--- src/hdl/vas_pkg.sv ---
// Shared types and constants of the voice activity segmenter.
package vas_pkg;

    // Default widths of sample times and of probabilities.
    localparam int TIME_BITS_DEFAULT = 32;
    localparam int PROB_BITS_DEFAULT = 16;

    // Width of the window length register.
    localparam int WINDOW_BITS = 13;

    // Configuration register indexes.
    localparam int CFG_ADDR_BITS = 3;
    localparam logic [CFG_ADDR_BITS-1:0] CFG_SPEECH_THRESHOLD     = 3'd0;
    localparam logic [CFG_ADDR_BITS-1:0] CFG_WINDOW_SAMPLES       = 3'd1;
    localparam logic [CFG_ADDR_BITS-1:0] CFG_MIN_SPEECH_SAMPLES   = 3'd2;
    localparam logic [CFG_ADDR_BITS-1:0] CFG_MIN_SILENCE_SAMPLES  = 3'd3;
    localparam logic [CFG_ADDR_BITS-1:0] CFG_LONG_SILENCE_SAMPLES = 3'd4;
    localparam logic [CFG_ADDR_BITS-1:0] CFG_MAX_SPEECH_SAMPLES   = 3'd5;

    // Register values after reset.
    localparam int THRESHOLD_RESET    = 32768;
    localparam int WINDOW_RESET       = 512;
    localparam int MIN_SPEECH_RESET   = 4000;
    localparam int MIN_SILENCE_RESET  = 1600;
    localparam int LONG_SILENCE_RESET = 1568;

    // Input command codes.
    localparam logic CMD_WINDOW = 1'b0;
    localparam logic CMD_END    = 1'b1;

    // Flags that accompany one result.
    typedef struct packed {
        logic segment_valid;
        logic voice_detected;
    } t_flags;

endpackage

--- src/hdl/vas_core.sv ---
// Configuration registers, stream state and per-window segmentation decision.
module vas_core #(
    parameter int TIME_BITS = vas_pkg::TIME_BITS_DEFAULT,
    parameter int PROB_BITS = vas_pkg::PROB_BITS_DEFAULT,
    parameter int CFG_BITS  = vas_pkg::TIME_BITS_DEFAULT
) (
    input  logic                             i_clk,
    input  logic                             i_rst_n,
    input  logic                             i_cfg_we,
    input  logic [vas_pkg::CFG_ADDR_BITS-1:0] i_cfg_addr,
    input  logic [CFG_BITS-1:0]              i_cfg_wdata,
    input  logic                             i_step,
    input  logic                             i_command,
    input  logic [PROB_BITS-1:0]             i_speech_probability,
    input  logic [TIME_BITS-1:0]             i_total_samples,
    output vas_pkg::t_flags                  o_flags,
    output logic [TIME_BITS-1:0]             o_segment_start,
    output logic [TIME_BITS-1:0]             o_segment_end
);

    // Hysteresis gap of 0.15 in Q0.PROB_BITS, rounded down.
    localparam logic [PROB_BITS:0] LowGap = (PROB_BITS+1)'((15 << PROB_BITS) / 100);

    logic [PROB_BITS-1:0]            r_threshold;
    logic [vas_pkg::WINDOW_BITS-1:0] r_window;
    logic [TIME_BITS-1:0]            r_min_speech;
    logic [TIME_BITS-1:0]            r_min_silence;
    logic [TIME_BITS-1:0]            r_long_silence;
    logic [TIME_BITS-1:0]            r_max_speech;

    logic [TIME_BITS-1:0] r_count, n_count;
    logic                 r_in_speech, n_in_speech;
    logic [TIME_BITS-1:0] r_silence_start, n_silence_start;
    logic                 r_silence_pending, n_silence_pending;
    logic [TIME_BITS-1:0] r_split_end, n_split_end;
    logic                 r_split_valid, n_split_valid;
    logic [TIME_BITS-1:0] r_resume_start, n_resume_start;
    logic [TIME_BITS-1:0] r_open_start, n_open_start;
    logic                 r_segment_open, n_segment_open;

    logic [TIME_BITS-1:0] count_next;
    logic [TIME_BITS-1:0] sil_start;
    logic [TIME_BITS-1:0] sil_len;
    logic [TIME_BITS-1:0] seg_len;
    logic [TIME_BITS-1:0] speech_len;
    logic                 voice;
    logic                 silent;
    logic                 resume_early;

    always_ff @(posedge i_clk) begin
        if (!i_rst_n) begin
            r_threshold    <= PROB_BITS'(vas_pkg::THRESHOLD_RESET);
            r_window       <= vas_pkg::WINDOW_BITS'(vas_pkg::WINDOW_RESET);
            r_min_speech   <= TIME_BITS'(vas_pkg::MIN_SPEECH_RESET);
            r_min_silence  <= TIME_BITS'(vas_pkg::MIN_SILENCE_RESET);
            r_long_silence <= TIME_BITS'(vas_pkg::LONG_SILENCE_RESET);
            r_max_speech   <= '1;
        end else if (i_cfg_we) begin
            unique case (i_cfg_addr)
                vas_pkg::CFG_SPEECH_THRESHOLD: begin
                    r_threshold <= i_cfg_wdata[PROB_BITS-1:0];
                end
                vas_pkg::CFG_WINDOW_SAMPLES: begin
                    r_window <= i_cfg_wdata[vas_pkg::WINDOW_BITS-1:0];
                end
                vas_pkg::CFG_MIN_SPEECH_SAMPLES: begin
                    r_min_speech <= i_cfg_wdata[TIME_BITS-1:0];
                end
                vas_pkg::CFG_MIN_SILENCE_SAMPLES: begin
                    r_min_silence <= i_cfg_wdata[TIME_BITS-1:0];
                end
                vas_pkg::CFG_LONG_SILENCE_SAMPLES: begin
                    r_long_silence <= i_cfg_wdata[TIME_BITS-1:0];
                end
                vas_pkg::CFG_MAX_SPEECH_SAMPLES: begin
                    r_max_speech <= i_cfg_wdata[TIME_BITS-1:0];
                end
                default: begin
                end
            endcase
        end
    end

    // The window that just arrived starts at the old count.
    assign count_next   = r_count + TIME_BITS'(r_window);
    assign voice        = i_speech_probability >= r_threshold;
    assign silent       = ({1'b0, i_speech_probability} + LowGap) < {1'b0, r_threshold};
    assign sil_start    = r_silence_pending ? r_silence_start : count_next;
    assign sil_len      = count_next - sil_start;
    assign seg_len      = count_next - r_open_start;
    assign speech_len   = sil_start - r_open_start;
    assign resume_early = r_resume_start < r_split_end;

    always_comb begin
        n_count           = r_count;
        n_in_speech       = r_in_speech;
        n_silence_start   = r_silence_start;
        n_silence_pending = r_silence_pending;
        n_split_end       = r_split_end;
        n_split_valid     = r_split_valid;
        n_resume_start    = r_resume_start;
        n_open_start      = r_open_start;
        n_segment_open    = r_segment_open;
        o_flags           = '0;
        o_segment_start   = '0;
        o_segment_end     = '0;

        if (i_command == vas_pkg::CMD_END) begin
            if (r_segment_open) begin
                o_flags.segment_valid = 1'b1;
                o_segment_start       = r_open_start;
                o_segment_end         = i_total_samples;
            end
            n_count           = '0;
            n_in_speech       = 1'b0;
            n_silence_start   = '0;
            n_silence_pending = 1'b0;
            n_split_end       = '0;
            n_split_valid     = 1'b0;
            n_resume_start    = '0;
            n_open_start      = '0;
            n_segment_open    = 1'b0;
        end else begin
            n_count                = count_next;
            o_flags.voice_detected = voice;
            if (voice) begin
                if (r_silence_pending) begin
                    n_silence_start   = '0;
                    n_silence_pending = 1'b0;
                    if (r_split_valid && resume_early) begin
                        n_resume_start = r_count;
                    end
                end
                if (!r_in_speech) begin
                    n_in_speech    = 1'b1;
                    n_open_start   = r_count;
                    n_segment_open = 1'b1;
                end
            end else if (r_in_speech && (seg_len > r_max_speech)) begin
                // Forced split of an overlong segment.
                o_flags.segment_valid = 1'b1;
                o_segment_start       = r_open_start;
                o_segment_end         = r_split_valid ? r_split_end : count_next;
                if (r_split_valid && !resume_early) begin
                    n_open_start   = r_resume_start;
                    n_segment_open = 1'b1;
                end else begin
                    n_in_speech    = 1'b0;
                    n_segment_open = 1'b0;
                    n_open_start   = '0;
                end
                n_split_end       = '0;
                n_split_valid     = 1'b0;
                n_resume_start    = '0;
                n_silence_start   = '0;
                n_silence_pending = 1'b0;
            end else if (silent && r_in_speech) begin
                n_silence_start   = sil_start;
                n_silence_pending = 1'b1;
                if (sil_len > r_long_silence) begin
                    n_split_end   = sil_start;
                    n_split_valid = 1'b1;
                end
                if ((sil_len >= r_min_silence) && (speech_len > r_min_speech)) begin
                    o_flags.segment_valid = 1'b1;
                    o_segment_start       = r_open_start;
                    o_segment_end         = sil_start;
                    n_split_end           = '0;
                    n_split_valid         = 1'b0;
                    n_resume_start        = '0;
                    n_silence_start       = '0;
                    n_silence_pending     = 1'b0;
                    n_in_speech           = 1'b0;
                    n_segment_open        = 1'b0;
                    n_open_start          = '0;
                end
            end
        end
    end

    always_ff @(posedge i_clk) begin
        if (!i_rst_n) begin
            r_count           <= '0;
            r_in_speech       <= 1'b0;
            r_silence_start   <= '0;
            r_silence_pending <= 1'b0;
            r_split_end       <= '0;
            r_split_valid     <= 1'b0;
            r_resume_start    <= '0;
            r_open_start      <= '0;
            r_segment_open    <= 1'b0;
        end else if (i_step) begin
            r_count           <= n_count;
            r_in_speech       <= n_in_speech;
            r_silence_start   <= n_silence_start;
            r_silence_pending <= n_silence_pending;
            r_split_end       <= n_split_end;
            r_split_valid     <= n_split_valid;
            r_resume_start    <= n_resume_start;
            r_open_start      <= n_open_start;
            r_segment_open    <= n_segment_open;
        end
    end

    // An open segment and the speech trigger always move together.
    a_open_tracks_speech: assert property (@(posedge i_clk) disable iff (!i_rst_n)
        r_segment_open == r_in_speech)
        else $error("segment_open and in_speech disagree");

    // Silence and split bookkeeping only exist inside speech.
    a_pending_needs_speech: assert property (@(posedge i_clk) disable iff (!i_rst_n)
        !r_in_speech |-> (!r_split_valid && !r_silence_pending && r_open_start == '0))
        else $error("pending state outside speech");

    a_split_cleared: assert property (@(posedge i_clk) disable iff (!i_rst_n)
        !r_split_valid |-> (r_split_end == '0 && r_resume_start == '0))
        else $error("split point left behind without valid bit");

    a_silence_cleared: assert property (@(posedge i_clk) disable iff (!i_rst_n)
        !r_silence_pending |-> r_silence_start == '0)
        else $error("silence start left behind without pending bit");

endmodule

--- src/hdl/voice_activity_segmenter.sv ---
// Top level of the voice activity segmenter with stream ports and result register.
//
// Input stream: one transaction per analysis window or end of stream. tuser carries
// the command (0 window, 1 end of stream); tdata carries the Q0.16 speech probability
// and the total audio length in samples. Every input transaction yields exactly one
// output transaction: tuser holds voice_detected and segment_valid, tdata holds the
// start and end sample of a finished segment (zero when none is reported).
// Configuration registers are written through i_cfg_we/i_cfg_addr/i_cfg_wdata while
// the stream is idle.
// An accepted input transaction is held in the input register and evaluated against
// the stream state; the result and the updated state are registered into the result
// register once that register is empty or being drained, and o_m_axis_tvalid then
// rises and holds until the result is taken.
// Throughput: one transaction per cycle while i_m_axis_tready stays high; the state
// update is a single pass of compares, adds and subtracts between the input register
// and the result register. A stalled receiver holds the result register; the input
// register still accepts one more transaction, after which o_s_axis_tready falls
// until the result drains. Reset (synchronous, active low) restores register
// defaults and clears the stream state and both pipeline registers' valid bits.
module voice_activity_segmenter #(
    parameter int TIME_BITS = vas_pkg::TIME_BITS_DEFAULT,
    parameter int PROB_BITS = vas_pkg::PROB_BITS_DEFAULT
) (
    input  logic                              i_clk,
    input  logic                              i_rst_n,
    input  logic                              i_cfg_we,
    input  logic [vas_pkg::CFG_ADDR_BITS-1:0] i_cfg_addr,
    input  logic [((TIME_BITS > PROB_BITS) ? TIME_BITS : PROB_BITS)-1:0] i_cfg_wdata,
    input  logic                              i_s_axis_tvalid,
    output logic                              o_s_axis_tready,
    // Fields from bit 0: speech_probability, total_samples, zero padding.
    input  logic [((PROB_BITS + TIME_BITS + 7) / 8) * 8 - 1:0] i_s_axis_tdata,
    // Fields from bit 0: command.
    input  logic                              i_s_axis_tuser,
    output logic                              o_m_axis_tvalid,
    input  logic                              i_m_axis_tready,
    // Fields from bit 0: segment_start, segment_end, zero padding.
    output logic [((2 * TIME_BITS + 7) / 8) * 8 - 1:0] o_m_axis_tdata,
    // Fields from bit 0: voice_detected, segment_valid.
    output vas_pkg::t_flags                   o_m_axis_tuser
);

    localparam int InDataBits  = ((PROB_BITS + TIME_BITS + 7) / 8) * 8;
    localparam int OutDataBits = ((2 * TIME_BITS + 7) / 8) * 8;
    localparam int CfgBits     = (TIME_BITS > PROB_BITS) ? TIME_BITS : PROB_BITS;

    logic                 r_in_valid;
    logic                 r_in_command;
    logic [PROB_BITS-1:0] r_in_prob;
    logic [TIME_BITS-1:0] r_in_total;

    logic                 r_out_valid;
    vas_pkg::t_flags      r_out_flags;
    logic [TIME_BITS-1:0] r_out_start;
    logic [TIME_BITS-1:0] r_out_end;

    vas_pkg::t_flags      core_flags;
    logic [TIME_BITS-1:0] core_start;
    logic [TIME_BITS-1:0] core_end;
    logic                 advance;
    logic                 in_take;

    assign advance         = r_in_valid && (!r_out_valid || i_m_axis_tready);
    assign o_s_axis_tready = !r_in_valid || advance;
    assign in_take         = i_s_axis_tvalid && o_s_axis_tready;

    always_ff @(posedge i_clk) begin
        if (!i_rst_n) begin
            r_in_valid <= 1'b0;
        end else if (in_take) begin
            r_in_valid <= 1'b1;
        end else if (advance) begin
            r_in_valid <= 1'b0;
        end
    end

    always_ff @(posedge i_clk) begin
        if (in_take) begin
            r_in_command <= i_s_axis_tuser;
            r_in_prob    <= i_s_axis_tdata[PROB_BITS-1:0];
            r_in_total   <= i_s_axis_tdata[PROB_BITS +: TIME_BITS];
        end
    end

    vas_core #(
        .TIME_BITS (TIME_BITS),
        .PROB_BITS (PROB_BITS),
        .CFG_BITS  (CfgBits)
    ) u_core (
        .i_clk                (i_clk),
        .i_rst_n              (i_rst_n),
        .i_cfg_we             (i_cfg_we),
        .i_cfg_addr           (i_cfg_addr),
        .i_cfg_wdata          (i_cfg_wdata),
        .i_step               (advance),
        .i_command            (r_in_command),
        .i_speech_probability (r_in_prob),
        .i_total_samples      (r_in_total),
        .o_flags              (core_flags),
        .o_segment_start      (core_start),
        .o_segment_end        (core_end)
    );

    always_ff @(posedge i_clk) begin
        if (!i_rst_n) begin
            r_out_valid <= 1'b0;
        end else if (advance) begin
            r_out_valid <= 1'b1;
        end else if (i_m_axis_tready) begin
            r_out_valid <= 1'b0;
        end
    end

    always_ff @(posedge i_clk) begin
        if (advance) begin
            r_out_flags <= core_flags;
            r_out_start <= core_start;
            r_out_end   <= core_end;
        end
    end

    assign o_m_axis_tvalid = r_out_valid;
    assign o_m_axis_tuser  = r_out_flags;
    assign o_m_axis_tdata  = OutDataBits'({r_out_end, r_out_start});

endmodule
--- config.mk ---
export PLATFORM = sky130hd
export DESIGN_NAME = voice_activity_segmenter
export DESIGN_NICKNAME = d
export VERILOG_FILES = /design/src/hdl/vas_pkg.sv /design/src/hdl/vas_core.sv /design/src/hdl/voice_activity_segmenter.sv
export SDC_FILE = /design/constraint.sdc
export NUM_CORES = 1
export LEC_CHECK = 0
export ABC_AREA = 1
export BUFFER_PORTS_ARGS = -buffer_cell sky130_fd_sc_hd__buf_4
export CORE_MARGIN = 4
export CORE_UTILIZATION = 50
export DETAILED_ROUTE_END_ITERATION = 10
export PLACE_DENSITY = 0.67
export SLEW_MARGIN = 40
export SYNTH_ARGS = -nofsm -noshare
export SYNTH_HDL_FRONTEND = slang
export SYNTH_SLANG_ARGS = --single-unit
export TNS_END_PERCENT = 30
--- constraint.sdc ---
create_clock -name i_clk -period 7.58 [get_ports i_clk]
set_clock_uncertainty 0.05 [all_clocks]
set_input_delay 0.379 -clock i_clk [delete_from_list [all_inputs] [get_ports i_clk]]
set_output_delay 0.379 -clock i_clk [all_outputs]
set_load 0.01 [all_outputs]
==> impl_metrics.toml, run 1 <==
[status]
outcome = "complete, no violations"

[route]
drt-initial-drc-count = 2703
detail_route.vias_per_cell = 5.562
route.vias.total = 28240
firstDrtPassIters = 6
wirelength_um = 100100
detail-route-antenna-nets = 0
drc_errors = 0
wl_per_cell_um = 19.72

[final_layout]
final_nets = 4661
p_r_area_growth_vs_syn_pct = 15.01
layout.filler_cells = 5479
final_layout_size_suffix_gt1_frac = 0.09021
final_core_util = 0.5811
antennaDiodeCount = 0

[logic_synthesis]
synth_cell_area_um2 = 29210
synthesis.instances = 4090
synth_cell_type_count = 57
synth_largest_area_cell = "sky130_fd_sc_hd__dfxtp_1"
synth.ff_latch_count = 438
number_of_synthesized_flops_with_an_enable_pin = 115
yosys_most_used_dff = "sky130_fd_sc_hd__dfxtp_1"
synth_top_cell_area_share = 0.2214
register_area_share_after_synthesis = 0.3396
syn-mean-instance-area_um2 = 7.141
mappedNetlistNets = 4480
ys_async_sr_fraction = 0
synth.yosys.warnings = 0
synth_top_cells_by_area = "sky130_fd_sc_hd__dfxtp_1, sky130_fd_sc_hd__ha_1, sky130_fd_sc_hd__edfxtp_1"

[timing]
layout_min_cycle_time_ps = 7188
period_share = 0.9483
fin_hold_ws_ps = 22.37
max_clock_freq_mhz = 139.1
finalHoldViolations = 0
timing.final.max_slew_violations = 0
worst_pin_slew_ps = 855.5
max_slew_margin = 0.4296
pnr_worst_setup_slack_ps = 392.2
setup_viol = 0
finalSetupTns_ps = 0

[power_and_ir_drop]
switching_power_mw = 2.537
power.share.sequential = 0.350
p_per_area_nw_per_um2 = 215.1
internal_power_mw = 4.690
maximum_vdd_drop_mv = 0.1877
p_sw_frac = 0.3510
combPwrFrac = 0.308
power_frac_clock = 0.342
leakage_nw = 15.22
post-layout-total-power_mw = 7.227

[die]
start_util = 0.5053
floorplan.core_area_um2 = 57810
fp.dieArea_um2 = 62350
die_boundary_height_um = 249.7
rows = 88
die_x_um = 249.7
ioPinCount = 157

[setup_path]
slowest_delay_ps = 470
regToRegSetupSlack_ps = 390
timing.critical_path.max_delay_family = "simple AND/OR/NAND/NOR gates"
critical-path-slowest-cell = "sky130_fd_sc_hd__fa_1"
critical_path_class = "flop to flop"
arrival_ps = 7660
critPathLaunchType = "flop"
r2r_end = "u_core.r_split_end[27]$_SDFFE_PN0P_"
critPathRequiredTime_ps = 8050
crit-reg2reg-launch = "u_core.r_count[0]$_SDFFE_PN0P_"
kind_of_capture_point_of_the_worst_setup_path = "flop"
critical-path-top-cell-by-count = "sky130_fd_sc_hd__nand2_1"
reg2regPathDepth = 37
critPathMaxFanout = 33
buffers_and_inverters_on_the_worst_path = 6

[min_path]
min_path_type = "primary input to flop"
min_delay_path_depth = 3
hold_path_startpoint = "i_s_axis_tvalid"
end_point_of_the_most_critical_hold_path = "r_in_valid$_SDFFE_PN0P_"

[cts]
numCtsBuffers = 50
worst_setup_hold_path_clk_slew_ps = 60
cts_post_setup_buffers_inserted = 0
clkLatencyLatePin_ps = 620
clockBufferDepth = 3
cts.sink_count = 438
cts_tree = "yes"
clock-root-buffer = "sky130_fd_sc_hd__clkbuf_16"
cts_htree_levels = 2

[grt]
grt_max_degree = 99
grt_pass1_wl_um = 151900
grt-ovfl-total = 0
grt_pass1_vias = 26120
grt_use_total = 0.3080
grt_antenna_before_repair = 0

[flow_run]
max-cap-violations = 0

[placement]
placement.setup.worst_slack_ps = 551.1
io_buffers = 156
finalWeightedCongestion = 1.010
dp_hpwl_um = 76050
## cell usage in the layout, fill, tap and decap left out, types with 10 or more instances in the layout
cell type | Yosys | final
sky130_fd_sc_hd__inv_2 | 12 | 13
sky130_fd_sc_hd__o21a_1 | 24 | 24
sky130_fd_sc_hd__dfxtp_1 | 323 | 323
sky130_fd_sc_hd__nand3_1 | 166 | 166
sky130_fd_sc_hd__nor2_1 | 381 | 379
sky130_fd_sc_hd__dlygate4sd3_1 | 0 | 67
sky130_fd_sc_hd__clkbuf_16 | 0 | 52
sky130_fd_sc_hd__ha_1 | 297 | 297
sky130_fd_sc_hd__o22ai_1 | 11 | 11
sky130_fd_sc_hd__o21ai_2 | 10 | 10
sky130_fd_sc_hd__edfxtp_1 | 115 | 115
sky130_fd_sc_hd__xor2_1 | 74 | 74
sky130_fd_sc_hd__xnor2_1 | 38 | 38
sky130_fd_sc_hd__nor3_1 | 40 | 39
sky130_fd_sc_hd__o21ai_1 | 32 | 34
sky130_fd_sc_hd__inv_1 | 517 | 516
sky130_fd_sc_hd__nand4_1 | 59 | 59
sky130_fd_sc_hd__nand2_2 | 14 | 14
sky130_fd_sc_hd__clkinv_2 | 0 | 15
sky130_fd_sc_hd__o211ai_1 | 53 | 53
sky130_fd_sc_hd__nand2_1 | 904 | 904
sky130_fd_sc_hd__o21ai_0 | 268 | 266
sky130_fd_sc_hd__or2_2 | 10 | 10
sky130_fd_sc_hd__a21oi_1 | 483 | 482
sky130_fd_sc_hd__buf_4 | 15 | 218
## final cells by class
class	count	area [um^2]	area share
timing repair buffer	293	2440	0.07263
multi-input combinational	2956	16620	0.4948
clock buffer	64	1386	0.04127
clock inverter	29	269.0	0.008008
sequential	438	9920	0.2953
tap	765	957.2	0.02849
inverter	532	2001	0.05956
## power groups by stage
stage          clock (mW)  combinational [mW]  sequential (mW)
3_3_place_gp            0                2.12             2.58
3_5_place_dp            0                2.15             2.58
6_report             2.47                2.23             2.53
2_1_floorplan           0                1.48             2.58
5_1_grt              2.60                2.48             2.54
4_1_cts              2.51                2.19             2.53
## stage by stage
step,instance area (um^2),cells
4_1_cts,33560,5076
2_1_floorplan,29210,4090
3_5_place_dp,31240,4916
6_report,33590,5077
3_3_place_gp,31200,4914
5_1_grt,33590,5077
## cells by family after synthesis
group / Yosys count / synth area share
compound gates: 926 / 0.1721
xor+xnor: 115 / 0.03526
fa+ha+maj: 301 / 0.1300
buf+inv: 696 / 0.09236
flops: 438 / 0.3396
simple gates: 1614 / 0.2307
## synth_stat cells, types with 5 or more instances
cell                         n
sky130_fd_sc_hd__nand2_1   904
sky130_fd_sc_hd__inv_1     517
sky130_fd_sc_hd__a21oi_1   483
sky130_fd_sc_hd__nor2_1    381
sky130_fd_sc_hd__dfxtp_1   323
sky130_fd_sc_hd__ha_1      297
sky130_fd_sc_hd__o21ai_0   268
sky130_fd_sc_hd__nand3_1   166
sky130_fd_sc_hd__edfxtp_1  115
sky130_fd_sc_hd__clkbuf_1  110
sky130_fd_sc_hd__xor2_1     74
sky130_fd_sc_hd__nand4_1    59
sky130_fd_sc_hd__o211ai_1   53
sky130_fd_sc_hd__nor3_1     40
sky130_fd_sc_hd__xnor2_1    38
sky130_fd_sc_hd__o21ai_1    32
sky130_fd_sc_hd__o21a_1     24
sky130_fd_sc_hd__buf_2      23
sky130_fd_sc_hd__buf_1      16
sky130_fd_sc_hd__buf_4      15
sky130_fd_sc_hd__nand2_2    14
sky130_fd_sc_hd__inv_2      12
sky130_fd_sc_hd__o22ai_1    11
sky130_fd_sc_hd__o21ai_2    10
sky130_fd_sc_hd__or2_2      10
sky130_fd_sc_hd__a21o_1      8
sky130_fd_sc_hd__and2_1      8
sky130_fd_sc_hd__a21boi_0    6
sky130_fd_sc_hd__o21bai_1    6
sky130_fd_sc_hd__a31oi_1     5
sky130_fd_sc_hd__nor4_1      5
## metal layers
metal  vias up  wire (um)  global-route usage
li1      13890          -                   -
met1     13070      45850              0.4523
met2      1140      42670              0.4674
met3       139       9010             0.05815
met4         0       2595             0.07794
met5         -          0                   0
## what timing repair did
action,4_1_cts,5_1_grt
hold buffers,67,0
setup endpoints to repair,0,58
resized for setup,0,4
hold endpoints to repair,67,0
## worst reg2reg max path: cells and delay by family, from the launching register on
family,cells,cell delay [ps]
xor+xnor,1,170
buf+inv,6,990
simple gates,21,3360
fa+ha+maj,4,1330
flops,1,370
compound gates,5,810
## how the worst max path moves through the flow
stage / from / end / depth (start not counted)
after CTS: u_core.r_count[0]$_SDFFE_PN0P_ / u_core.r_split_end[27]$_SDFFE_PN0P_ / 34
final: u_core.r_count[0]$_SDFFE_PN0P_ / u_core.r_split_end[27]$_SDFFE_PN0P_ / 37
after global placement: u_core.r_count[0]$_SDFFE_PN0P_ / r_out_end[11]$_DFFE_PP_ / 37
after floorplan: u_core.r_count[0]$_SDFFE_PN0P_ / u_core.r_resume_start[12]$_SDFFE_PN0P_ / 37
after global routing: u_core.r_count[0]$_SDFFE_PN0P_ / u_core.r_split_end[29]$_SDFFE_PN0P_ / 34
after detailed placement: u_core.r_count[0]$_SDFFE_PN0P_ / u_core.r_split_end[27]$_SDFFE_PN0P_ / 34
No activity file was read; power rests on OpenSTA's default activity.
==> run 2, diff against run 1 <==
--- a/config.mk
+++ b/config.mk
@@ -7,3 +7,2 @@
 export LEC_CHECK = 0
-export ABC_AREA = 1
 export BUFFER_PORTS_ARGS = -buffer_cell sky130_fd_sc_hd__buf_4
@@ -12,4 +11,4 @@
 export DETAILED_ROUTE_END_ITERATION = 10
-export PLACE_DENSITY = 0.67
-export SLEW_MARGIN = 40
+export PLACE_DENSITY = 0.68
+export SLEW_MARGIN = 20
 export SYNTH_ARGS = -nofsm -noshare
==> constraint.sdc (replaced) <==
create_clock -name i_clk -period 7.58 [get_ports i_clk]
set_clock_uncertainty 0.05 [all_clocks]
set_input_delay 0.758 -clock i_clk [delete_from_list [all_inputs] [get_ports i_clk]]
set_output_delay 0.758 -clock i_clk [all_outputs]
set_load 0.01 [all_outputs]
==> run 2 against run 1 <==
  * Design area is essentially flat
  * Routed wire length down 9.8%
  * Via count shrank 13%
  * Core utilization is 5.5 points higher
  * Register-to-register slack got worse by 370 ps
  * Count of clock-buffer cells in the layout stayed put
  * Total power increased by 0.26%
  * Final cell count down 17%
  * Synthesized area fell by 8.1%
  * Largest power group unchanged
==> impl_metrics.toml, run 2 <==
[logic_synthesis]
synth_top_cell_area_share = 0.2410
synth.yosys.warnings = 0
synthesis.instances = 3071
synth_top_cells_by_area = "sky130_fd_sc_hd__dfxtp_1, sky130_fd_sc_hd__ha_1, sky130_fd_sc_hd__edfxtp_1"
ys_async_sr_fraction = 0
synth_largest_area_cell = "sky130_fd_sc_hd__dfxtp_1"
number_of_synthesized_flops_with_an_enable_pin = 115
synth.ff_latch_count = 438
mappedNetlistNets = 3461
yosys_most_used_dff = "sky130_fd_sc_hd__dfxtp_1"
cell_with_the_most_instances_after_synthesis = "sky130_fd_sc_hd__nand2_1"
synth_cell_type_count = 91
yosys-top-cells-count = "sky130_fd_sc_hd__nand2_1, sky130_fd_sc_hd__dfxtp_1, sky130_fd_sc_hd__a21oi_1"
synth_cell_area_um2 = 26830
syn-mean-instance-area_um2 = 8.738
register_area_share_after_synthesis = 0.3697

[die]
floorplan.core_area_um2 = 52870
rows = 84
fp.dieArea_um2 = 57440
die_x_um = 239.7
start_util = 0.5076
ioPinCount = 157
die_boundary_height_um = 239.7

[cts]
clockBufferDepth = 3
cts_htree_levels = 2
cts_tree = "yes"
worst_setup_hold_path_clk_slew_ps = 60
numCtsBuffers = 49
clkLatencyLatePin_ps = 610
clock-root-buffer = "sky130_fd_sc_hd__clkbuf_16"
cts.sink_count = 438

[route]
wl_per_cell_um = 21.54
firstDrtPassIters = 5
drc_errors = 0
drt-initial-drc-count = 2401
detail-route-antenna-nets = 0
wirelength_um = 90310
route.vias.total = 24700
detail_route.vias_per_cell = 5.890

[final_layout]
p_r_area_growth_vs_syn_pct = 25.27
antennaDiodeCount = 0
layout.filler_cells = 4388
final_layout_size_suffix_gt1_frac = 0.2211
most-common-layout-cells = "sky130_fd_sc_hd__buf_4, sky130_fd_sc_hd__nand2_1, sky130_fd_sc_hd__dfxtp_1, sky130_fd_sc_hd__a21oi_1, sky130_fd_sc_hd__ha_1"
mostFrequentLayoutCell = "sky130_fd_sc_hd__buf_4"
final_nets = 3857

[setup_path]
critPathMaxFanout = 8
critical-path-slowest-cell = "sky130_fd_sc_hd__or4b_4"
critPathRequiredTime_ps = 8070
arrival_ps = 8050
slowest_delay_ps = 650
critical-path-top-cell-by-count = "sky130_fd_sc_hd__buf_4"
kind_of_capture_point_of_the_worst_setup_path = "flop"
critPathLaunchType = "flop"
critical_path_class = "flop to flop"

[grt]
grt_antenna_before_repair = 0
grt-ovfl-total = 0
grt_pass1_wl_um = 133800
grt_pass1_vias = 23900
grt_use_total = 0.2947
grt_max_degree = 124

[power_and_ir_drop]
internal_power_mw = 4.854
combPwrFrac = 0.327
power.share.sequential = 0.347
maximum_vdd_drop_mv = 0.1869
leakage_nw = 14.34
switching_power_mw = 2.392
p_sw_frac = 0.3301
p_per_area_nw_per_um2 = 215.6
power_frac_clock = 0.325
post-layout-total-power_mw = 7.246

[timing]
period_share = 0.9972
pnr_worst_setup_slack_ps = 21.04
max_slew_margin = 0.2804
max_clock_freq_mhz = 132.3
unrepaired_setup_endpoints_after_global_routing = "true"
finalHoldViolations = 0
timing.final.max_slew_violations = 0
setup_viol = 0
layout_min_cycle_time_ps = 7559
worst_pin_slew_ps = 1077

[flow_run]
max-cap-violations = 0

[placement]
io_buffers = 156
dp_hpwl_um = 65670
placement.setup.worst_slack_ps = -935.9
finalWeightedCongestion = 0.9547

[min_path]
min_path_type = "primary input to flop"

[status]
outcome = "complete, no violations"
-- run 2: cell count changes in the layout (fill, tap and decap cells not counted), sizes merged, moves of 33 or more --
cell,delta
o2bb2ai,+33
dlygate4sd3,-67
buf,+247
nor2b,+33
nand2,-490
xnor2,+62
nor2,-210
a21o,+91
nand3,-136
xor2,-54
a211oi,+44
o21ai,-170
inv,-239
a21oi,-178
-- run 2: power groups by stage --
stage | registers, mW | logic, mW | clock network [mW]
2_1_floorplan | 2.55 | 1.37 | 0
3_3_place_gp | 2.56 | 2.08 | 0
3_5_place_dp | 2.56 | 2.14 | 0
4_1_cts | 2.51 | 2.20 | 2.38
5_1_grt | 2.52 | 2.58 | 2.48
6_report | 2.52 | 2.37 | 2.36
-- run 2: worst max-delay path, delay by kind of cell (launching register included) --
kind	cells	cell delay, ps
simple gates	12	2420
compound gates	12	2330
flops	1	330
mux	1	160
xor+xnor	2	410
buf+inv	6	1010
fa+ha+maj	3	750
-- run 2: layout make-up --
type / count / area (um^2) / share of cell area
Multi-Input combinational cell: 2207 / 16170 / 0.4811
Sequential cell: 438 / 9927 / 0.2953
Timing Repair Buffer: 482 / 3976 / 0.1183
Clock buffer: 64 / 1363 / 0.04053
Inverter: 289 / 1094 / 0.03253
Tap cell: 688 / 860.8 / 0.02561
Clock inverter: 25 / 221.5 / 0.006588
-- run 2: worst paths after layout --
check | start | end | slack (ps) | cells after the start
setup reg to reg | u_core.r_count[1]$_SDFFE_PN0P_ | u_core.r_split_end[29]$_SDFFE_PN0P_ | 20 | 36
hold reg to reg | u_core.r_long_silence[15]$_SDFFE_PN0P_ | u_core.r_long_silence[15]$_SDFFE_PN0P_ | 400 | 2
setup / recovery | u_core.r_count[1]$_SDFFE_PN0P_ | u_core.r_split_end[29]$_SDFFE_PN0P_ | 20 | 36
hold / removal | i_s_axis_tdata[43] | r_in_total[27]$_DFFE_PP_ | 270 | 1
-- run 2: per-layer routing --
layer,vias up,GRT usage,share of wire
li1,11720,-,-
met1,11790,0.4293,0.45
met2,1028,0.4593,0.45
met3,163,0.04387,0.081
met4,0,0.07740,0.027
met5,-,0,0
-- run 2: logic make-up (layout without fill, tap and decap cells) --
group,count (synthesis),in the layout,synth area share
compound gates,921,921,0.2329
xor+xnor,124,124,0.04169
fa+ha+maj,301,301,0.1415
buf+inv,426,860,0.06393
flops,438,438,0.3697
mux,37,37,0.01478
simple gates,824,824,0.1356
-- run 2: per-stage QoR --
stage                     hold WS, ps  cell area [um^2]  TNS [ps]  utilization  instances
after floorplan                 369.8             26830         0            -       3071
after global placement          381.6             30560   -143030       0.5782       4066
after detailed placement        392.5             30560   -151180       0.5782       4066
after CTS                       250.9             32400    -2.960       0.6128       4162
after global routing            255.2             33610    -22960       0.6359       4193
final                           272.9             33610         0       0.6359       4193
-- run 2: what timing repair did --
action / in CTS / in global routing
hold buffers: 0 / 0
buffers inserted: 7 / 19
gates resized for setup: 37 / 141
gates cloned: 0 / 12
pin swaps: 8 / 82
endpoints found under the setup margin: 197 / 197
